## src/hw/rtl/positional_list_store_top_defines.svh

```systemverilog
// Assertion macros shared by the positional list store RTL.
// Included by the modules that carry concurrent checks; needs no other file.
`ifndef POSITIONAL_LIST_STORE_TOP_DEFINES_SVH
`define POSITIONAL_LIST_STORE_TOP_DEFINES_SVH
`ifndef SYNTHESIS
// Same-cycle implication, sampled on the rising edge, off during reset.
`define PLS_ASSERT_IMP(label, clk, rst_n, ante, cons) \
    label: assert property (@(posedge clk) disable iff (!rst_n) (ante) |-> (cons)) \
        else $error("positional list store: implication check failed");
// Next-cycle implication, sampled on the rising edge, off during reset.
`define PLS_ASSERT_NXT(label, clk, rst_n, ante, cons) \
    label: assert property (@(posedge clk) disable iff (!rst_n) (ante) |=> (cons)) \
        else $error("positional list store: next-cycle check failed");
`else
`define PLS_ASSERT_IMP(label, clk, rst_n, ante, cons)
`define PLS_ASSERT_NXT(label, clk, rst_n, ante, cons)
`endif
`endif

```

## src/hw/rtl/pls_pkg.sv

```systemverilog
// Package for the positional list store: command and status codes,
// request and result structs and the sequencer state type. No dependencies.
package pls_pkg;

    typedef enum logic [1:0] {
        CMD_INSERT = 2'd0,
        CMD_DELETE = 2'd1,
        CMD_LENGTH = 2'd2,
        CMD_STREAM = 2'd3
    } t_cmd;

    typedef enum logic [1:0] {
        ST_OK      = 2'd0,
        ST_BAD_POS = 2'd1,
        ST_EMPTY   = 2'd2,
        ST_FULL    = 2'd3
    } t_status;

    typedef struct packed {
        t_cmd               command;
        logic [5:0]         position;
        logic signed [31:0] value;
    } t_request;

    typedef struct packed {
        t_status            status;
        logic signed [31:0] entry;
        logic [6:0]         length;
        logic               last;
    } t_result;

    typedef enum logic [2:0] {
        S_IDLE,
        S_SHIFT_UP,
        S_INS_WRITE,
        S_SHIFT_DOWN,
        S_STREAM,
        S_DRAIN
    } t_state;

endpackage

```

## src/hw/rtl/pls_step.sv

```systemverilog
// Shared address step unit: one increment or decrement and one equality compare.
// Uses no package; driven by the list sequencer.
module pls_step #(
    parameter int AW = 5
) (
    input  logic [AW-1:0] i_src,
    input  logic          i_up,
    input  logic [AW-1:0] i_bound,
    output logic [AW-1:0] o_next,
    output logic          o_hit
);

    // Next address in the walk direction, and end-of-walk detection.
    assign o_next = i_up ? (i_src + AW'(1)) : (i_src - AW'(1));
    assign o_hit  = (i_src == i_bound);

endmodule

```

## src/hw/rtl/pls_ram.sv

```systemverilog
// Entry memory of the positional list store: one write and one read port,
// registered read data. Uses no package.
module pls_ram #(
    parameter int DEPTH = 32,
    parameter int AW    = 5
) (
    input  logic               i_clk,
    input  logic               i_we,
    input  logic [AW-1:0]      i_waddr,
    input  logic signed [31:0] i_wdata,
    input  logic [AW-1:0]      i_raddr,
    output logic signed [31:0] o_rdata
);

    logic signed [31:0] r_mem [DEPTH];
    logic signed [31:0] r_rdata;

    // Write port.
    always_ff @(posedge i_clk) begin
        if (i_we) begin
            r_mem[i_waddr] <= i_wdata;
        end
    end

    // Registered read port.
    always_ff @(posedge i_clk) begin
        r_rdata <= r_mem[i_raddr];
    end

    assign o_rdata = r_rdata;

endmodule

```

## src/hw/rtl/pls_ctrl.sv

```systemverilog
// Sequencer of the positional list store: decodes requests, walks the entry
// memory with the shared step unit and forms results. Depends on pls_pkg, pls_step.
`include "positional_list_store_top_defines.svh"
module pls_ctrl
    import pls_pkg::*;
#(
    parameter int CAPACITY = 32
) (
    input  logic                                   i_clk,
    input  logic                                   i_rst_n,
    input  logic                                   i_start,
    input  t_request                               i_req,
    output logic                                   o_busy,
    output logic                                   o_strobe,
    output t_result                                o_result,
    output logic                                   o_we,
    output logic [$clog2(CAPACITY)-1:0]            o_waddr,
    output logic signed [31:0]                     o_wdata,
    output logic [$clog2(CAPACITY)-1:0]            o_raddr,
    input  logic signed [31:0]                     i_rdata
);

    localparam int AW = $clog2(CAPACITY);
    localparam int CW = $clog2(CAPACITY + 1);

    t_state             r_state, n_state;
    logic [CW-1:0]      r_count, n_count;
    logic [AW-1:0]      r_src, n_src;
    logic [AW-1:0]      r_prev, n_prev;
    logic [AW-1:0]      r_bound, n_bound;
    logic signed [31:0] r_value, n_value;
    logic               r_we, n_we;
    logic [AW-1:0]      r_waddr, n_waddr;
    logic               r_wr_value, n_wr_value;
    logic               r_pend, n_pend;
    logic               r_pend_last, n_pend_last;
    logic               r_strobe, n_strobe;
    t_result            r_result, n_result;

    logic [7:0]         w_pos_ext;
    logic [7:0]         w_cnt_ext;
    logic [5:0]         w_pos_m1;
    logic [CW-1:0]      w_cnt_m1;
    logic [CW-1:0]      w_cnt_p1;
    logic               w_up;
    logic [AW-1:0]      w_next;
    logic               w_hit;

    // Shared step unit: walks down for an insert, up for delete and stream.
    assign w_up = (r_state != S_SHIFT_UP);

    pls_step #(
        .AW (AW)
    ) u_step (
        .i_src   (r_src),
        .i_up    (w_up),
        .i_bound (r_bound),
        .o_next  (w_next),
        .o_hit   (w_hit)
    );

    // Operand forms used by the range checks.
    assign w_pos_ext = {2'b00, i_req.position};
    assign w_cnt_ext = 8'(r_count);
    assign w_pos_m1  = i_req.position - 6'd1;
    assign w_cnt_m1  = r_count - CW'(1);
    assign w_cnt_p1  = r_count + CW'(1);

    // Memory port: reads follow the walk pointer, write data is the held request value or the entry just read.
    assign o_raddr = r_src;
    assign o_we    = r_we;
    assign o_waddr = r_waddr;
    assign o_wdata = r_wr_value ? r_value : i_rdata;

    // State and control registers.
    always_ff @(posedge i_clk) begin
        if (!i_rst_n) begin
            r_state  <= S_IDLE;
            r_count  <= '0;
            r_we     <= 1'b0;
            r_pend   <= 1'b0;
            r_strobe <= 1'b0;
        end else begin
            r_state  <= n_state;
            r_count  <= n_count;
            r_we     <= n_we;
            r_pend   <= n_pend;
            r_strobe <= n_strobe;
        end
    end

    // Datapath registers.
    always_ff @(posedge i_clk) begin
        r_src       <= n_src;
        r_prev      <= n_prev;
        r_bound     <= n_bound;
        r_value     <= n_value;
        r_waddr     <= n_waddr;
        r_wr_value  <= n_wr_value;
        r_pend_last <= n_pend_last;
        r_result    <= n_result;
    end

    // Next state, memory requests and results.
    always_comb begin
        n_state     = r_state;
        n_count     = r_count;
        n_src       = r_src;
        n_prev      = r_prev;
        n_bound     = r_bound;
        n_value     = r_value;
        n_we        = 1'b0;
        n_waddr     = r_waddr;
        n_wr_value  = r_wr_value;
        n_pend      = 1'b0;
        n_pend_last = r_pend_last;
        n_strobe    = 1'b0;
        n_result    = r_result;

        // A streamed entry read in the previous cycle is sent out now.
        if (r_pend) begin
            n_strobe = 1'b1;
            n_result = '{status: ST_OK, entry: i_rdata, length: 7'(r_count),
                         last: r_pend_last};
        end

        unique case (r_state)
            S_IDLE: begin
                if (i_start) begin
                    unique case (i_req.command)
                        CMD_INSERT: begin
                            n_strobe = 1'b1;
                            n_result = '{status: ST_OK, entry: '0,
                                         length: 7'(r_count), last: 1'b1};
                            if (r_count >= CW'(CAPACITY)) begin
                                n_result.status = ST_FULL;
                            end else if (i_req.position == 6'd0 ||
                                         w_pos_ext > (w_cnt_ext + 8'd1)) begin
                                n_result.status = ST_BAD_POS;
                            end else if (w_pos_ext == (w_cnt_ext + 8'd1)) begin
                                // Append: no entries move.
                                n_we            = 1'b1;
                                n_waddr         = r_count[AW-1:0];
                                n_wr_value      = 1'b1;
                                n_value         = i_req.value;
                                n_count         = w_cnt_p1;
                                n_result.length = 7'(w_cnt_p1);
                            end else begin
                                n_strobe   = 1'b0;
                                n_value    = i_req.value;
                                n_bound    = w_pos_m1[AW-1:0];
                                n_src      = w_cnt_m1[AW-1:0];
                                n_prev     = r_count[AW-1:0];
                                n_state    = S_SHIFT_UP;
                            end
                        end
                        CMD_DELETE: begin
                            n_strobe = 1'b1;
                            n_result = '{status: ST_OK, entry: '0,
                                         length: 7'(r_count), last: 1'b1};
                            if (r_count == '0) begin
                                n_result.status = ST_EMPTY;
                            end else if (i_req.position == 6'd0 ||
                                         w_pos_ext > w_cnt_ext) begin
                                n_result.status = ST_BAD_POS;
                            end else if (w_pos_ext == w_cnt_ext) begin
                                // Removing the tail: no entries move.
                                n_count         = w_cnt_m1;
                                n_result.length = 7'(w_cnt_m1);
                            end else begin
                                n_strobe = 1'b0;
                                n_src    = i_req.position[AW-1:0];
                                n_prev   = w_pos_m1[AW-1:0];
                                n_bound  = w_cnt_m1[AW-1:0];
                                n_state  = S_SHIFT_DOWN;
                            end
                        end
                        CMD_LENGTH: begin
                            n_strobe = 1'b1;
                            n_result = '{status: ST_OK, entry: '0,
                                         length: 7'(r_count), last: 1'b1};
                        end
                        CMD_STREAM: begin
                            if (r_count == '0) begin
                                n_strobe = 1'b1;
                                n_result = '{status: ST_EMPTY, entry: '0,
                                             length: 7'd0, last: 1'b1};
                            end else begin
                                n_src   = '0;
                                n_bound = w_cnt_m1[AW-1:0];
                                n_state = S_STREAM;
                            end
                        end
                        default: begin
                            n_state = S_IDLE;
                        end
                    endcase
                end
            end
            S_SHIFT_UP: begin
                // Entry read here lands one place higher in the next cycle.
                n_we       = 1'b1;
                n_waddr    = r_prev;
                n_wr_value = 1'b0;
                n_prev     = r_src;
                n_src      = w_next;
                if (w_hit) begin
                    n_state = S_INS_WRITE;
                end
            end
            S_INS_WRITE: begin
                // The new value goes into the gap left by the shift.
                n_we       = 1'b1;
                n_waddr    = r_bound;
                n_wr_value = 1'b1;
                n_count    = w_cnt_p1;
                n_strobe   = 1'b1;
                n_result   = '{status: ST_OK, entry: '0,
                               length: 7'(w_cnt_p1), last: 1'b1};
                n_state    = S_IDLE;
            end
            S_SHIFT_DOWN: begin
                // Entry read here lands one place lower in the next cycle.
                n_we       = 1'b1;
                n_waddr    = r_prev;
                n_wr_value = 1'b0;
                n_prev     = r_src;
                n_src      = w_next;
                if (w_hit) begin
                    n_count  = w_cnt_m1;
                    n_strobe = 1'b1;
                    n_result = '{status: ST_OK, entry: '0,
                                 length: 7'(w_cnt_m1), last: 1'b1};
                    n_state  = S_IDLE;
                end
            end
            S_STREAM: begin
                n_pend      = 1'b1;
                n_pend_last = w_hit;
                n_src       = w_next;
                if (w_hit) begin
                    n_state = S_DRAIN;
                end
            end
            S_DRAIN: begin
                n_state = S_IDLE;
            end
            default: begin
                n_state = S_IDLE;
            end
        endcase
    end

    assign o_busy   = (r_state != S_IDLE);
    assign o_strobe = r_strobe;
    assign o_result = r_result;

    // Checks on the sequencer.
    `PLS_ASSERT_IMP(a_count_in_range, i_clk, i_rst_n, 1'b1, r_count <= CW'(CAPACITY))
    `PLS_ASSERT_IMP(a_waddr_in_range, i_clk, i_rst_n, r_we, r_waddr <= AW'(CAPACITY - 1))
    `PLS_ASSERT_NXT(a_stream_unbroken, i_clk, i_rst_n, r_strobe && !r_result.last, r_strobe)
    `PLS_ASSERT_IMP(a_no_pend_idle, i_clk, i_rst_n, r_state == S_IDLE, !r_pend)

endmodule

```

## src/hw/rtl/positional_list_store_top.sv

```systemverilog
// Top level of the positional list store: an ordered list of signed words.
// Depends on pls_pkg, pls_ctrl and pls_ram.
//
// Usage: a request (insert, delete, report length, stream) is taken on a rising
// edge with start high and busy low. Results leave on o_result, each valid for
// exactly one cycle while o_strobe is high; the receiver cannot hold them off.
// Every request ends with a result whose last flag is set.
// Results, with p the position in the request:
//   report, append, tail delete and every error: result in the cycle after
//   the request, busy never rises;
//   insert inside the list: busy rises while entries from position p up
//   move one place higher, then the new value goes into the gap;
//   delete inside the list: busy rises while entries above p move down;
//   stream: one entry a cycle, each via the memory read and result registers.
// The single write port of the entry memory and the shared step unit move
// the entries of a shift one entry a cycle.
// Reset empties the list; no memory clearing is needed, as only entries that
// have been written are ever read.
module positional_list_store_top
    import pls_pkg::*;
#(
    parameter int CAPACITY = 32
) (
    input  logic     i_clk,
    input  logic     i_rst_n,
    input  logic     start,
    input  t_request i_item,
    output logic     busy,
    output logic     o_strobe,
    output t_result  o_result
);

    localparam int AW = $clog2(CAPACITY);

    logic               w_we;
    logic [AW-1:0]      w_waddr;
    logic signed [31:0] w_wdata;
    logic [AW-1:0]      w_raddr;
    logic signed [31:0] w_rdata;

    // Sequencer with the shared step unit.
    pls_ctrl #(
        .CAPACITY (CAPACITY)
    ) u_ctrl (
        .i_clk    (i_clk),
        .i_rst_n  (i_rst_n),
        .i_start  (start),
        .i_req    (i_item),
        .o_busy   (busy),
        .o_strobe (o_strobe),
        .o_result (o_result),
        .o_we     (w_we),
        .o_waddr  (w_waddr),
        .o_wdata  (w_wdata),
        .o_raddr  (w_raddr),
        .i_rdata  (w_rdata)
    );

    // Entry memory.
    pls_ram #(
        .DEPTH (CAPACITY),
        .AW    (AW)
    ) u_ram (
        .i_clk   (i_clk),
        .i_we    (w_we),
        .i_waddr (w_waddr),
        .i_wdata (w_wdata),
        .i_raddr (w_raddr),
        .o_rdata (w_rdata)
    );

endmodule

```

## config.mk

```make
export PLATFORM = sky130hd
export DESIGN_NAME = positional_list_store_top
export DESIGN_NICKNAME = d
export VERILOG_FILES = /design/src/hw/rtl/pls_pkg.sv /design/src/hw/rtl/pls_step.sv /design/src/hw/rtl/pls_ram.sv /design/src/hw/rtl/pls_ctrl.sv /design/src/hw/rtl/positional_list_store_top.sv
export VERILOG_INCLUDE_DIRS = /design/src /design/src/hw/rtl
export SDC_FILE = /design/constraint.sdc
export NUM_CORES = 1
export LEC_CHECK = 0
export BUFFER_PORTS_ARGS = -buffer_cell sky130_fd_sc_hd__buf_2
export CORE_MARGIN = 5
export CORE_UTILIZATION = 32
export DETAILED_ROUTE_END_ITERATION = 10
export PLACE_DENSITY = 0.45
export SYNTH_ARGS = -nofsm -noshare
export SYNTH_HDL_FRONTEND = slang
export SYNTH_SLANG_ARGS = --single-unit
```

## constraint.sdc

```tcl
create_clock -name i_clk -period 4.1 [get_ports i_clk]
set_input_delay 0.205 -clock i_clk [delete_from_list [all_inputs] [get_ports i_clk]]
set_output_delay 0.205 -clock i_clk [all_outputs]
set_load 0.005 [all_outputs]
```

==> flow_summary.toml <==
[global_route]
grt_max_degree = 113
grt-ovfl-total = 0
grt_usage_pct = 16.8
grt_pass1_vias = 23677
grt_pass1_wl_um = 180000
antenna_found_initial = 2

[route]
dr.pass1.iters = 5
drtIter0Drc = 1750
dr_total_vias = 22400
viasPerCell = 5.12
drt_wl_total_um = 128000
drc = 0
wire_per_inst_um = 29.2
final_antenna_net_count = 0

[worst_hold_path]
hold_path.startpoint = "i_item[38]"
hold-path-cell-count = 2
hold_path.class = "in -> reg"
min_to = "u_ctrl.r_bound[2]$_DFFE_PP_"

[worst_setup_path]
crit_chain = "inv_1 > ha_1 > inv_1 > ha_1 > nor2b_1 > o21ai_0 > a2111oi_0 > a211oi_1 > o2111a_2 > buf_12"
r2r_end = "u_ctrl.r_value[4]$_DFFE_PP_"
r2r_slack_ps = 860
crit_path_end_kind = "flop"
cp_data_required_time_ps = 4540
slowest_stage = "ha_1"
setup.worst_path.class = "reg -> reg"
crit_fanout = 17
cp_slowest_stage_delay_ps = 420
reg2reg_depth = 10
cp-start-kind = "flop"
r2r-start = "u_ctrl.r_count[0]$_SDFFE_PN0P_"
worstPathArrival_ps = 3670

[synth]
ys_ff_latch = 1164
syn_area_um2 = 45600
synth_edf_count = 1078
ys.flop_type = "edfxtp_1"
async_flop_share_pct = 0
yosys_warnings = 0
synthDistinctLibCells = 65
syn_inst = 2156
synth-seq-area-share_pct = 74.8
synth_nets = 2218
syn-mean-instance-area_um2 = 21.1

[floorplan]
placementRows = 138
ios = 87
die_area_um2 = 150000
fp.dieW_um = 387
die_h_um = 387
start_util_pct = 32.2
core_area_um2 = 142000

[clocking]
cts_hold_buf = 35
root_buffer = "clkbuf_16"
clock_sinks = 1164
postCtsSetupBuffers = 0
clk_pin_slew_worst_paths_ps = 60
htreeDepth = 4
tritoncts = "built"
clockBufferDepth = 3
post_cts_resized = 0
numCtsBuffers = 131
clkLatencyLatePin_ps = 760

[finish]
synthToLayoutAreaGrowth_pct = 17.6
n_antenna_cell = 0
fin_cells = 4377
final_area_um2 = 53600
n_fill_cell = 12873
multiInputGateArea_um2 = 11200
drive_gt1_share_pct = 31.5
seq_area_um2 = 34100
final_net_count = 2443

[sta]
period_minus_slack_ps = 3240
setup_violations = 0
finalSetupTns_ps = 0
maxSlewViolCount = 0
rsz0062_at_grt = "false"
fin_crit_sh_pct = 78.9
worst_pin_slew_ps = 1020
final_hold_viol_count = 0
timing.fmax_mhz = 309
max_slew_margin_pct = 31.5
finalClockSkew_ps = 32.1
fin_hold_ws_ps = 128

[place]
port_buffers = 86
gp_congestion = 0.871
dp_hpwl_um = 69100
place_area_um2 = 49100
place_inst = 4103

[power]
finalPower_mw = 36.5
leakagePower_nw = 16.9
irDropWorstVdd_mv = 0.672
powerDensity_nw_per_um2 = 681

[run_status]
outcome = "completed"

[flow_run]
maxCapViolCount = 0
-- registers in the layout, summed over array words and instances, names as in the netlist --
| register | flops |
|---|---|
| u_ctrl.r_bound | 5 |
| u_ctrl.o_result | 42 |
| u_ctrl.r_pend_last | 1 |
| u_ram.o_rdata | 32 |
| u_ctrl.o_we | 1 |
| u_ctrl.o_raddr | 5 |
| u_ctrl.r_count | 6 |
| u_ctrl.o_strobe | 1 |
| u_ctrl.r_pend | 1 |
| u_ctrl.r_state | 3 |
| u_ctrl.r_wr_value | 1 |
| u_ctrl.o_waddr | 5 |
| u_ctrl.r_value | 32 |
| u_ctrl.r_prev | 5 |
| u_ram.r_mem | 1024 |
-- critical path: cells and delay by family, from the launching register on --
| family | cells | cell delay [ps] |
|---|---|---|
| AO/OA/AOI/OAI | 4 | 1140 |
| adder cells (fa/ha/maj) | 2 | 730 |
| buffers and inverters | 3 | 500 |
| flip-flops | 1 | 380 |
| AND/OR/NAND/NOR | 1 | 130 |
-- synth_stat cells (6+ instances only) --
| cell type | number | area share [%] |
|---|---|---|
| nor2b_1 | 8 | 0.11 |
| mux4_2 | 320 | 16 |
| a22oi_1 | 7 | 0.12 |
| o211ai_1 | 7 | 0.12 |
| a21oi_1 | 44 | 0.48 |
| nand3_1 | 20 | 0.22 |
| ha_1 | 18 | 0.49 |
| buf_1 | 26 | 0.21 |
| clkbuf_1 | 75 | 0.62 |
| and3_1 | 7 | 0.096 |
| dfxtp_1 | 86 | 3.8 |
| mux2i_1 | 47 | 1.0 |
| buf_2 | 12 | 0.13 |
| nor3_1 | 11 | 0.12 |
| a211oi_1 | 9 | 0.15 |
| inv_1 | 22 | 0.18 |
| mux2_2 | 66 | 1.6 |
| edfxtp_1 | 1078 | 71 |
| nor2_1 | 100 | 0.82 |
| xor2_1 | 7 | 0.13 |
| o21ai_0 | 32 | 0.35 |
| xnor2_1 | 25 | 0.48 |
| nand2b_1 | 8 | 0.11 |
| nand2_1 | 38 | 0.31 |
| or3_1 | 6 | 0.082 |
-- worst max path at each step --
stage | end | cells past startpoint | slack [ps] | start
after floorplan | u_ctrl.r_value[0]$_DFFE_PP_ | 9 | 580 | u_ctrl.r_count[2]$_SDFFE_PN0P_
after global placement | u_ctrl.o_result[40]$_DFF_P_ | 9 | 820 | u_ctrl.r_count[1]$_SDFFE_PN0P_
after detailed placement | u_ctrl.o_result[23]$_DFF_P_ | 8 | 920 | u_ctrl.r_count[1]$_SDFFE_PN0P_
after CTS | u_ctrl.o_result[23]$_DFF_P_ | 8 | 870 | u_ctrl.r_count[1]$_SDFFE_PN0P_
after global routing | u_ctrl.r_value[16]$_DFFE_PP_ | 10 | 710 | u_ctrl.r_count[0]$_SDFFE_PN0P_
final | u_ctrl.r_value[4]$_DFFE_PP_ | 10 | 860 | u_ctrl.r_count[0]$_SDFFE_PN0P_
-- per-layer routing --
metal / share of wire (%) / GRT usage (%)
met4: 2.2 / 4.58
met2: 49 / 27.7
met1: 44 / 23.1
met3: 4.3 / 3.15
met5: 0.0094 / 0
-- metrics by stage --
step	util (%)	setup WS [ps]
floorplan	-	575
global placement	34.7	821
detailed placement	34.7	924
CTS	37.9	865
global route	37.9	711
finish	37.9	864
-- cells by family after synthesis --
group,Yosys count,share of synthesized area [%]
adder cells (fa/ha/maj),20,0.560
buffers and inverters,138,1.20
AO/OA/AOI/OAI,147,2.08
flip-flops,1164,74.8
AND/OR/NAND/NOR,221,2.27
multiplexers,433,18.5
XOR/XNOR,33,0.650
-- layout make-up --
cell class | instances | area share (%)
Inverter | 22 | 0.154
Sequential cell | 1164 | 63.6
Multi-Input combinational cell | 854 | 20.9
Timing Repair Buffer | 208 | 3.26
Clock inverter | 53 | 0.936
Clock buffer | 186 | 6.75
Tap cell | 1890 | 4.41
-- power breakdown --
part	switching [mW]	internal (mW)	total [mW]
Combinational	5.67	4.57	10.2
Sequential	0.404	14.5	14.9
Clock	4.71	6.62	11.3
-- cells in the final DEF, fill, tap and decap left out, drive strengths merged, types with 9 or more instances in the layout --
master       instances
edfxtp            1078
buf                173
o21ai               33
a211oi               9
nor3                11
mux4               320
dfxtp               86
ha                  18
nor2               101
nand3               20
inv                 33
clkbuf             186
nand2               38
dlygate4sd3         35
xnor2               26
a21oi               45
mux2                66
mux2i               47
clkinv              33
(Power assumes the default switching activity.)
